--- src/ssmt_pkg.sv ---
// ----------------------------------------------------------------------------
// ssmt_pkg
// Shared types and constants for the sorted sparse memory table.
// ----------------------------------------------------------------------------
`default_nettype none
package ssmt_pkg;
  localparam int unsigned TableDepth = 1024;
  localparam int unsigned AddrBits   = 32;
  localparam int unsigned KeyWidth   = 32;   // width of the address field on the port

  typedef enum logic [1:0] {
    CMD_WRITE  = 2'd0,
    CMD_DELETE = 2'd1,
    CMD_READ   = 2'd2,
    CMD_RUN    = 2'd3
  } cmd_t;

  typedef enum logic [1:0] {
    ST_OK        = 2'd0,
    ST_NOT_FOUND = 2'd1,
    ST_FULL      = 2'd2
  } status_t;

  // controller -> datapath
  typedef struct packed {
    logic load;        // capture input word, start search
    logic srch_step;   // one binary search step
    logic rd_lb;       // issue memory read at lower bound
    logic chk_hit;     // evaluate hit from read data
    logic shift_up;    // one insert shift step
    logic shift_dn;    // one delete shift step
    logic wr_new;      // write new entry at lower bound
    logic wr_byte;     // overwrite byte at lower bound
    logic cnt_inc;
    logic cnt_dec;
    logic run_rd;      // issue run read at scan index
    logic run_chk;     // compare run read data
    logic set_out;     // load output register
  } ctrl_t;

  // datapath -> controller
  typedef struct packed {
    logic srch_done;
    logic hit;
    logic full;
    logic shift_done;
    logic lb_at_end;
    logic run_more;    // next entry continues run
    logic wr_busy;     // shifted word still being written this cycle
  } stat_t;
endpackage
`default_nettype wire

--- src/ssmt_ctrl.sv ---
// ----------------------------------------------------------------------------
// ssmt_ctrl
// Command sequencer: search, hit check, shift, run scan, result hand-off.
// ----------------------------------------------------------------------------
`default_nettype none
module ssmt_ctrl (
  input  wire logic            clk,
  input  wire logic            rst,
  input  wire logic            in_fire,
  input  wire logic [1:0]      in_cmd,
  input  wire logic            out_fire,
  output      logic            in_ready,
  output      logic            out_valid,
  output      ssmt_pkg::ctrl_t ctrl,
  input  wire ssmt_pkg::stat_t stat
);
  typedef enum logic [9:0] {
    S_IDLE  = 10'b0000000001,
    S_SRCH  = 10'b0000000010,
    S_RDLB  = 10'b0000000100,
    S_HIT   = 10'b0000001000,
    S_UP    = 10'b0000010000,
    S_DN    = 10'b0000100000,
    S_RUNRD = 10'b0001000000,
    S_RUNCK = 10'b0010000000,
    S_OUT   = 10'b0100000000,
    S_HOLD  = 10'b1000000000
  } state_t;

  state_t state, state_next;
  logic   [1:0] cmd;

  always_ff @(posedge clk) begin
    if (rst) state <= S_IDLE;
    else     state <= state_next;
    if (in_fire) cmd <= in_cmd;
  end

  // S_HOLD: result shown; a new word may be taken once the old one has left
  assign out_valid = (state == S_HOLD);
  assign in_ready  = (state == S_IDLE);

  always_comb begin
    state_next = state;
    ctrl = '0;
    unique case (state)
      S_IDLE: if (in_fire) begin
        ctrl.load  = 1'b1;
        state_next = S_SRCH;
      end
      S_SRCH: begin
        ctrl.srch_step = 1'b1;
        if (stat.srch_done) state_next = S_RDLB;
      end
      S_RDLB: begin
        ctrl.rd_lb = 1'b1;
        state_next = S_HIT;
      end
      S_HIT: begin
        ctrl.chk_hit = 1'b1;
        state_next = S_OUT;
        unique case (ssmt_pkg::cmd_t'(cmd))
          ssmt_pkg::CMD_WRITE:  state_next = S_UP;
          ssmt_pkg::CMD_DELETE: state_next = S_DN;
          ssmt_pkg::CMD_RUN:    state_next = S_RUNRD;
          default:              state_next = S_OUT;
        endcase
      end
      S_UP: begin
        if (stat.hit) begin
          ctrl.wr_byte = 1'b1;
          state_next   = S_OUT;
        end else if (stat.full) begin
          state_next = S_OUT;
        end else if (stat.shift_done) begin
          // last shifted word owns the write port this cycle; wait until it is free
          if (!stat.wr_busy) begin
            ctrl.wr_new  = 1'b1;
            ctrl.cnt_inc = 1'b1;
            state_next   = S_OUT;
          end
        end else begin
          ctrl.shift_up = 1'b1;
        end
      end
      S_DN: begin
        if (!stat.hit) begin
          state_next = S_OUT;
        end else if (stat.shift_done) begin
          ctrl.cnt_dec = 1'b1;
          state_next   = S_OUT;
        end else begin
          ctrl.shift_dn = 1'b1;
        end
      end
      S_RUNRD: begin
        ctrl.run_rd = 1'b1;
        state_next  = stat.lb_at_end ? S_OUT : S_RUNCK;
      end
      S_RUNCK: begin
        if (stat.run_more) begin
          ctrl.run_chk = 1'b1;
          state_next   = S_RUNRD;
        end else begin
          state_next = S_OUT;
        end
      end
      S_OUT: begin
        ctrl.set_out = 1'b1;
        state_next   = S_HOLD;
      end
      S_HOLD: if (out_fire) state_next = S_IDLE;
      default: state_next = S_IDLE;
    endcase
  end
endmodule
`default_nettype wire

--- config.mk ---
export PLATFORM = sky130hd
export DESIGN_NAME = ssmt_ctrl
export DESIGN_NICKNAME = d
export VERILOG_FILES = /design/src/ssmt_pkg.sv /design/src/ssmt_ctrl.sv
export SDC_FILE = /design/constraint.sdc
export NUM_CORES = 1
export LEC_CHECK = 0
export BUFFER_PORTS_ARGS = -buffer_cell sky130_fd_sc_hd__buf_2
export CAP_MARGIN = 15
export CELL_PAD_IN_SITES_DETAIL_PLACEMENT = 1
export CELL_PAD_IN_SITES_GLOBAL_PLACEMENT = 2
export CORE_UTILIZATION = 29
export DETAILED_ROUTE_END_ITERATION = 6
export PLACE_DENSITY = 0.78
export SKIP_CTS_REPAIR_TIMING = 1
export SLEW_MARGIN = 20
export SYNTH_ARGS = -nofsm -noshare
export SYNTH_HDL_FRONTEND = slang
export SYNTH_SLANG_ARGS = --single-unit
--- constraint.sdc ---
create_clock -name clk -period 3.2 [get_ports clk]
set_input_delay 0.16 -clock clk [delete_from_list [all_inputs] [get_ports clk]]
set_output_delay 0.16 -clock clk [all_outputs]
set_load 0.005 [all_outputs]
After elaboration in Yosys (flattened, before gate mapping)
Cells that the tools add are included.
W data, S select, Z words.

storage, ports and cells
  register bits = 12
  bits of input ports = 13
  output and inout bits = 15
  word-level logic and storage cells = 59

operators by class
  equal/unequal tests = 18
  mux-type cells = 37
  reductions and logical operators = 2

operator list
  cell                    count
  $pmux W10 S10           1
  $mux W10                9
  $pmux W9 S3             1
  $mux W1                 23
  $mux W9                 2
  $eq A10 B1 Y1 const B   1
  $eq A10 B10 Y1 const B  1
  $eq A10 B2 Y1 const B   1
  $eq A10 B3 Y1 const B   1
  $eq A10 B4 Y1 const B   1
  $eq A10 B5 Y1 const B   1
  $eq A10 B6 Y1 const B   1
  $eq A10 B7 Y1 const B   1
  $eq A10 B8 Y1 const B   1
  $eq A10 B9 Y1 const B   1
  $ne A4 B4 Y1 const B    2
  $ne A2 B2 Y1 const B    3
  $reduce_and A6 Y1       1
  $mux W3                 1
  $ne A3 B3 Y1 const B    1
  $eq A2 B1 Y1 const B    1
  $eq A2 B2 Y1 const B    1
  $logic_not A2 Y1        1

Longest topological paths before layout
Gate-level depths: netlist (run 1).

  depth in word-level cells = 5
  mapped depth = 6
  depth with buffers taken out = 5

Worst setup path after synthesis (run 1)
Ideal clock, no wire load.

  path type = register to register
  from = register state[5]
  to = register state[0]
  setup time = 0.122 ns
  arrival time = 1.459 ns
  data required time = 3.078 ns
  path slack = 1.619 ns
  cell stages (with the launch flop) = 7
  path buffers = 1
  clock period less this slack = 1.581 ns
  cell sequence = dfxtp_1 > buf_6 > nor4_4 > nand4b_1 > o2111ai_2 > a21oi_1 > a221o_1

on the way
  word-level cells in the longest chain between the ends = 3
  elaborated cells between the ends (all ways) = 18
  those cells by class = eq/ne: 16; mux: 1; reduce/logical: 1

ends and longest elaborated chain
  what                                            line             RTL
  start, declared                                 ssmt_ctrl.sv:30  state_t state, state_next;
  start signal, assigned                          ssmt_ctrl.sv:35  else state <= state_next;
  $eq A10 B5 Y1 (tied with other cells)           ssmt_ctrl.sv:46  unique case (state)
  $ne A4 B4 Y1 (no line) (tied with other cells)  n/a
  $reduce_and A6 Y1 (no line)                     n/a

Parallel ways exist; a longest one is shown, timed or not.
A chain may end at the register's enable or synchronous reset.

==> impl_metrics.env, run 1 <==
export IMPL_multi_input_area_sq_um=538
export IMPL_fin_skew_ps=2.41
export IMPL_synthToLayoutAreaGrowth_pct=18.5
export IMPL_utilization_pct=36.6
export IMPL_path_clk_slew_ps=80
export IMPL_synth_cells=105
export IMPL_antenna_found_initial=0
export IMPL_initial_core_util_pct=30.9
export IMPL_nFillCells=347
export IMPL_pre_cts_ws_ps=1410
export IMPL_synth_area_sq_um=858
export IMPL_crit_type="reg2out"
export IMPL_setup_ws_ps=1170
export IMPL_status="finished, final reports clean"
export IMPL_synth_cell_types=39
export IMPL_clockRootBuffer="clkbuf_4"
export IMPL_post_drt_wl_per_cell_um=14.2
export IMPL_crit_required_ps=3040
export IMPL_finalSetupTns_ps=0
export IMPL_core_area_sq_um=2780
export IMPL_clk_insertion_delay_late_ps=270
export IMPL_drive_gt1_share_pct=29.5
export IMPL_synth_seq_area_share_pct=30.3
export IMPL_min_path_type="in2reg"
export IMPL_cellLeakagePower_nw=0.445
export IMPL_htreeDepth=1
export IMPL_grt_pass1_wl_mm=3.76
export IMPL_synth_area_per_cell_sq_um=8.17
export IMPL_antennaDiodeCount=0
export IMPL_synth_nets=118
export IMPL_async_reset_ff_share_pct=0
export IMPL_register_area_sq_um=260
export IMPL_critPathArrivalTime_ps=1870
export IMPL_cts_sinks=12
export IMPL_worstPathMaxFanout=12
export IMPL_cp_top_family="simple AND/OR/NAND/NOR gates"
export IMPL_drcViolationCount=0
export IMPL_drv_cap=0
export IMPL_design_portCount=28
export IMPL_numCtsBuffers=3
export IMPL_avgViaCountPerCell=5.36
export IMPL_cts_max_path_buffers=2
export IMPL_synth_edff_count=2
export IMPL_grt_pass1_vias=834
export IMPL_powerDensity_nw_per_um2=369
export IMPL_worst_slew_pin_slew_ps=480
export IMPL_peakVddDrop_v=0.000252
export IMPL_max_freq_ghz=0.493
export IMPL_die_area_sq_um=3180
export IMPL_nNetsFinal=143
export IMPL_first_pass_iters=5
export IMPL_setup_viol=0
export IMPL_die_h_um=56.4
export IMPL_grt_max_degree=13
export IMPL_final_max_slew_viol_count=0
export IMPL_rsz0062_at_grt="false"
export IMPL_drt_iter0_markers=27
export IMPL_slowest_delay_ps=450
export IMPL_gp_congestion=0.740
export IMPL_cp_cell_sequence="nor4_4 > nand2_2 > nor3_1 > and3_1 > buf_2"
export IMPL_dr_total_vias=858
export IMPL_yosys_warnings=0
export IMPL_setup_worst_path_start_class="flop"
export IMPL_worst_path_max_delay_cell="dfxtp_1"
export IMPL_num_rows=19
export IMPL_cts_tree="built"
export IMPL_drt_wl_total_mm=2.28
export IMPL_postRouteAntennaNets=0
export IMPL_report_final_hold_viol_count=0
export IMPL_die_x_um=56.4
export IMPL_synth_seq_cells=12
export IMPL_synthFlopType="dfxtp_1"
export IMPL_portBuffers=27
export IMPL_hpwl_mm=1.81
export IMPL_track_usage_pct=14.8
export IMPL_slew_headroom_pct=67.9
export IMPL_fin_crit_ps=2030
export IMPL_path_buf_inv=1
export IMPL_grt_overflow=0
export IMPL_cp_end_kind="output pin"
export IMPL_fin_crit_sh_pct=63.4
report_power, final:
group | internal, mW | switching [mW]
sequential | 0.161 | 0.0223
combinational | 0.0454 | 0.0477
clock | 0.0451 | 0.0538
synth_stat cells, types with 2 or more instances:
master / instances / area [sq um]
and4_1: 2 / 17.5
buf_2: 3 / 15.0
clkbuf_1: 2 / 7.51
nor2_1: 15 / 56.3
dfxtp_1: 10 / 200
inv_1: 5 / 18.8
nand2b_1: 3 / 18.8
nor2b_1: 4 / 25.0
xor2_1: 2 / 17.5
nand2_1: 4 / 15.0
o21ai_0: 6 / 30.0
a21oi_1: 4 / 20.0
edfxtp_1: 2 / 60.1
nor4_4: 3 / 63.8
nor3b_1: 3 / 22.5
nand3_1: 6 / 30.0
nor3_1: 4 / 20.0
a31oi_1: 3 / 18.8
nand4_1: 4 / 25.0
metrics by stage:
step                      area, sq um  hold WS, ps  cells  power, mW
after floorplan                   858          236    105      0.250
after global placement            991          338    156      0.280
after detailed placement          991          339    156      0.281
after CTS                        1020         49.2    160      0.379
after global routing             1020         40.2    160      0.399
final                            1020         54.4    160      0.376
cell usage in the layout, fill, tap and decap left out, types with 2 or more instances in the layout:
| master | n |
|---|---|
| inv_1 | 5 |
| nor3b_1 | 3 |
| nand2_1 | 4 |
| buf_2 | 27 |
| nand4_1 | 4 |
| nand3_1 | 6 |
| and4_1 | 2 |
| edfxtp_1 | 2 |
| o21ai_0 | 6 |
| a21oi_1 | 4 |
| nor4_4 | 3 |
| dfxtp_1 | 10 |
| nor2b_1 | 4 |
| clkbuf_4 | 3 |
| nor2_1 | 15 |
| a31oi_1 | 3 |
| nor3_1 | 4 |
| nand2b_1 | 3 |
| xor2_1 | 2 |
per-layer routing:
metal  up-vias  global-route usage [%]  routed length, um
li1        434                       -                  -
met1       397                    19.5               1100
met2        27                    25.2               1070
met3         0                    2.53                114
met4         0                    3.14                  0
met5         -                       0                  0
final timing paths:
path	start	to	slack, ps	cells past startpoint
max	state[6]$_SDFFE_PP0P_	ctrl[12]	1170	5
min	stat[2]	state[7]$_SDFFE_PP0P_	50	2
max reg2reg	state[6]$_SDFFE_PP0P_	state[0]$_SDFFE_PP1P_	1400	5
min reg2reg	cmd[0]$_DFFE_PP_	state[6]$_SDFFE_PP0P_	570	2
flip-flops by register name, summed over array words and instances, names as in the netlist:
name / flops
cmd: 2
state: 10
area by class of cell:
class / count / area share [%]
clock buffers: 3 / 2.21
clock inverters: 1 / 0.369
inverters: 5 / 1.85
multi-input cells: 81 / 52.9
flip-flops and latches: 12 / 25.6
well taps: 31 / 3.81
repair buffers: 27 / 13.3
cells by family after synthesis:
kind of cell | Yosys count | share of synthesized area, %
buffers and inverters | 12 | 7.00
AO/OA/AOI/OAI | 19 | 15.0
AND/OR/NAND/NOR | 59 | 44.3
multiplexers | 1 | 1.31
flip-flops | 12 | 30.3
XOR/XNOR | 2 | 2.04
Note: power is estimated with default switching activity, not from simulation.
==> run 2, diff against run 1 <==
- CORE_UTILIZATION: 29 -> 27
- PLACE_DENSITY: 0.78 -> 0.73
- clock period: 3.2 -> 1.9 ns (I/O delays scaled with it)
==> impl_metrics.env, run 2 (synthesis gave the netlist of run 1 again) <==
export IMPL_slowest_delay_ps=400
export IMPL_clk_insertion_delay_late_ps=270
export IMPL_drt_iter0_markers=20
export IMPL_nNetsFinal=150
export IMPL_post_drt_wl_per_cell_um=13.5
export IMPL_antenna_found_initial=0
export IMPL_setup_worst_path_start_class="flop"
export IMPL_fin_cells=180
export IMPL_r2r_cells=6
export IMPL_initial_core_util_pct=28.3
export IMPL_multi_input_area_sq_um=554
export IMPL_synthToLayoutAreaGrowth_pct=29.9
export IMPL_p_int_uw=451
export IMPL_cp_end_kind="flop"
export IMPL_grt_max_degree=13
export IMPL_drt_wl_total_mm=2.44
export IMPL_hpwl_mm=1.89
export IMPL_grt_overflow=0
export IMPL_report_final_hold_viol_count=0
export IMPL_cellLeakagePower_nw=0.481
export IMPL_final_cell_mix="buf_2, nor2_1, nand3_1, o21ai_0, dfxtp_1"
export IMPL_cts_sinks=12
export IMPL_avgViaCountPerCell=5.04
export IMPL_setup_viol=0
export IMPL_largest_reg_flops=10
export IMPL_path_clk_slew_ps=90
export IMPL_cts_max_path_buffers=2
export IMPL_num_rows=20
export IMPL_postRouteAntennaNets=0
export IMPL_nFillCells=377
export IMPL_regMostFlops="state"
export IMPL_place_inst=170
export IMPL_swShare_pct=33.1
export IMPL_fin_crit_ps=1810
export IMPL_portBuffers=27
export IMPL_worst_path_max_delay_cell="nor4_4"
export IMPL_switchingPower_uw=223
export IMPL_core_area_sq_um=3030
export IMPL_numCtsBuffers=3
export IMPL_p_comb_share_pct=28.8
export IMPL_crit_type="reg2reg"
export IMPL_finalSetupTns_ps=0
export IMPL_gp_congestion=0.751
export IMPL_critPathArrivalTime_ps=1980
export IMPL_drcViolationCount=0
export IMPL_final_max_slew_viol_count=0
export IMPL_fin_skew_ps=5.72
export IMPL_status="finished, final reports clean"
export IMPL_crit_required_ps=2060
export IMPL_grt_pass1_wl_mm=3.95
export IMPL_max_freq_ghz=0.552
export IMPL_peakVddDrop_v=0.000447
export IMPL_track_usage_pct=15.1
export IMPL_clockRootBuffer="clkbuf_4"
export IMPL_register_area_sq_um=265
export IMPL_slew_headroom_pct=71.1
export IMPL_hold_depth=1
export IMPL_drive_gt1_share_pct=35.3
export IMPL_die_area_sq_um=3410
export IMPL_drv_cap=0
export IMPL_die_x_um=58.4
export IMPL_worstPathMaxFanout=6
export IMPL_antennaDiodeCount=0
export IMPL_powerDensity_nw_per_um2=604
export IMPL_p_clk_share_pct=24.8
export IMPL_grt_pass1_vias=853
export IMPL_largestRegisters="state: 10 flops, cmd: 2 flops"
export IMPL_cp_cell_sequence="nor4_4 > buf_4 > nand2_1 > o2111ai_4 > a21oi_1 > a221o_1"
export IMPL_fin_crit_sh_pct=95.4
export IMPL_htreeDepth=1
export IMPL_min_path_type="in2reg"
export IMPL_cts_tree="built"
export IMPL_mostFrequentLayoutCell="buf_2"
export IMPL_die_h_um=58.4
export IMPL_design_portCount=28
export IMPL_first_pass_iters=4
export IMPL_dr_total_vias=908
export IMPL_worst_slew_pin_slew_ps=432
export IMPL_power_frac_seq_pct=46.4
run 2: cell types whose count changed in the layout (fill, tap and decap cells not counted):
cell,change
buf_4,+4
dlygate4sd3_1,+3
dfxtp_1,-4
o2111ai_4,+1
o2111ai_2,-1
nor2_1,-1
and2_4,+1
and2_1,-1
dfxtp_2,+4
nor2_2,+1
run 2: metal layers:
layer | GRT usage (%) | vias to the layer above | wire (um)
met5 | 0 | - | 0
met4 | 4.08 | 0 | 19
met1 | 19.5 | 438 | 1160
met3 | 2.64 | 2 | 77
met2 | 25.9 | 18 | 1180
li1 | - | 450 | -
run 2: worst paths after layout:
path                         startpoint                     to  slack, ps
hold / removal                  in_fire       cmd[1]$_DFFE_PP_         80
setup / recovery  state[2]$_SDFFE_PP0P_  state[0]$_SDFFE_PP1P_         90
setup reg to reg  state[2]$_SDFFE_PP0P_  state[0]$_SDFFE_PP1P_         90
hold reg to reg        cmd[0]$_DFFE_PP_  state[5]$_SDFFE_PP0P_        570
run 2: worst max-delay path, delay by kind of cell, from the launching register on:
family	cells	cell delay [ps]
buf+inv	1	180
simple gates	2	500
flops	1	360
compound gates	3	670
run 2: area by class of cell:
class	count	share of cell area, %
Clock buffer	3	2.02
Multi-Input combinational cell	81	49.7
Inverter	5	1.68
Clock inverter	1	0.337
Sequential cell	12	23.8
Tap cell	44	4.94
Timing Repair Buffer	34	17.5
run 2: power by group through the flow:
stage | registers (mW) | clock network [mW] | logic [mW]
floorplan | 0.282 | 0 | 0.139
global placement | 0.315 | 0 | 0.157
detailed placement | 0.315 | 0 | 0.162
CTS | 0.309 | 0.170 | 0.163
global route | 0.315 | 0.184 | 0.218
finish | 0.312 | 0.167 | 0.194
run 2: stage by stage:
step	instance area, sq um	utilization (%)	hold slack [ps]	total power, mW	worst slack (ps)
after floorplan	858	-	171	0.421	319
after detailed placement	1010	33.5	275	0.477	81.9
final	1110	36.8	84.7	0.673	87.0
after global routing	1110	36.8	82.8	0.717	-7.93
after global placement	1010	33.5	274	0.472	119
after CTS	1040	34.4	-5.60	0.642	-90.1
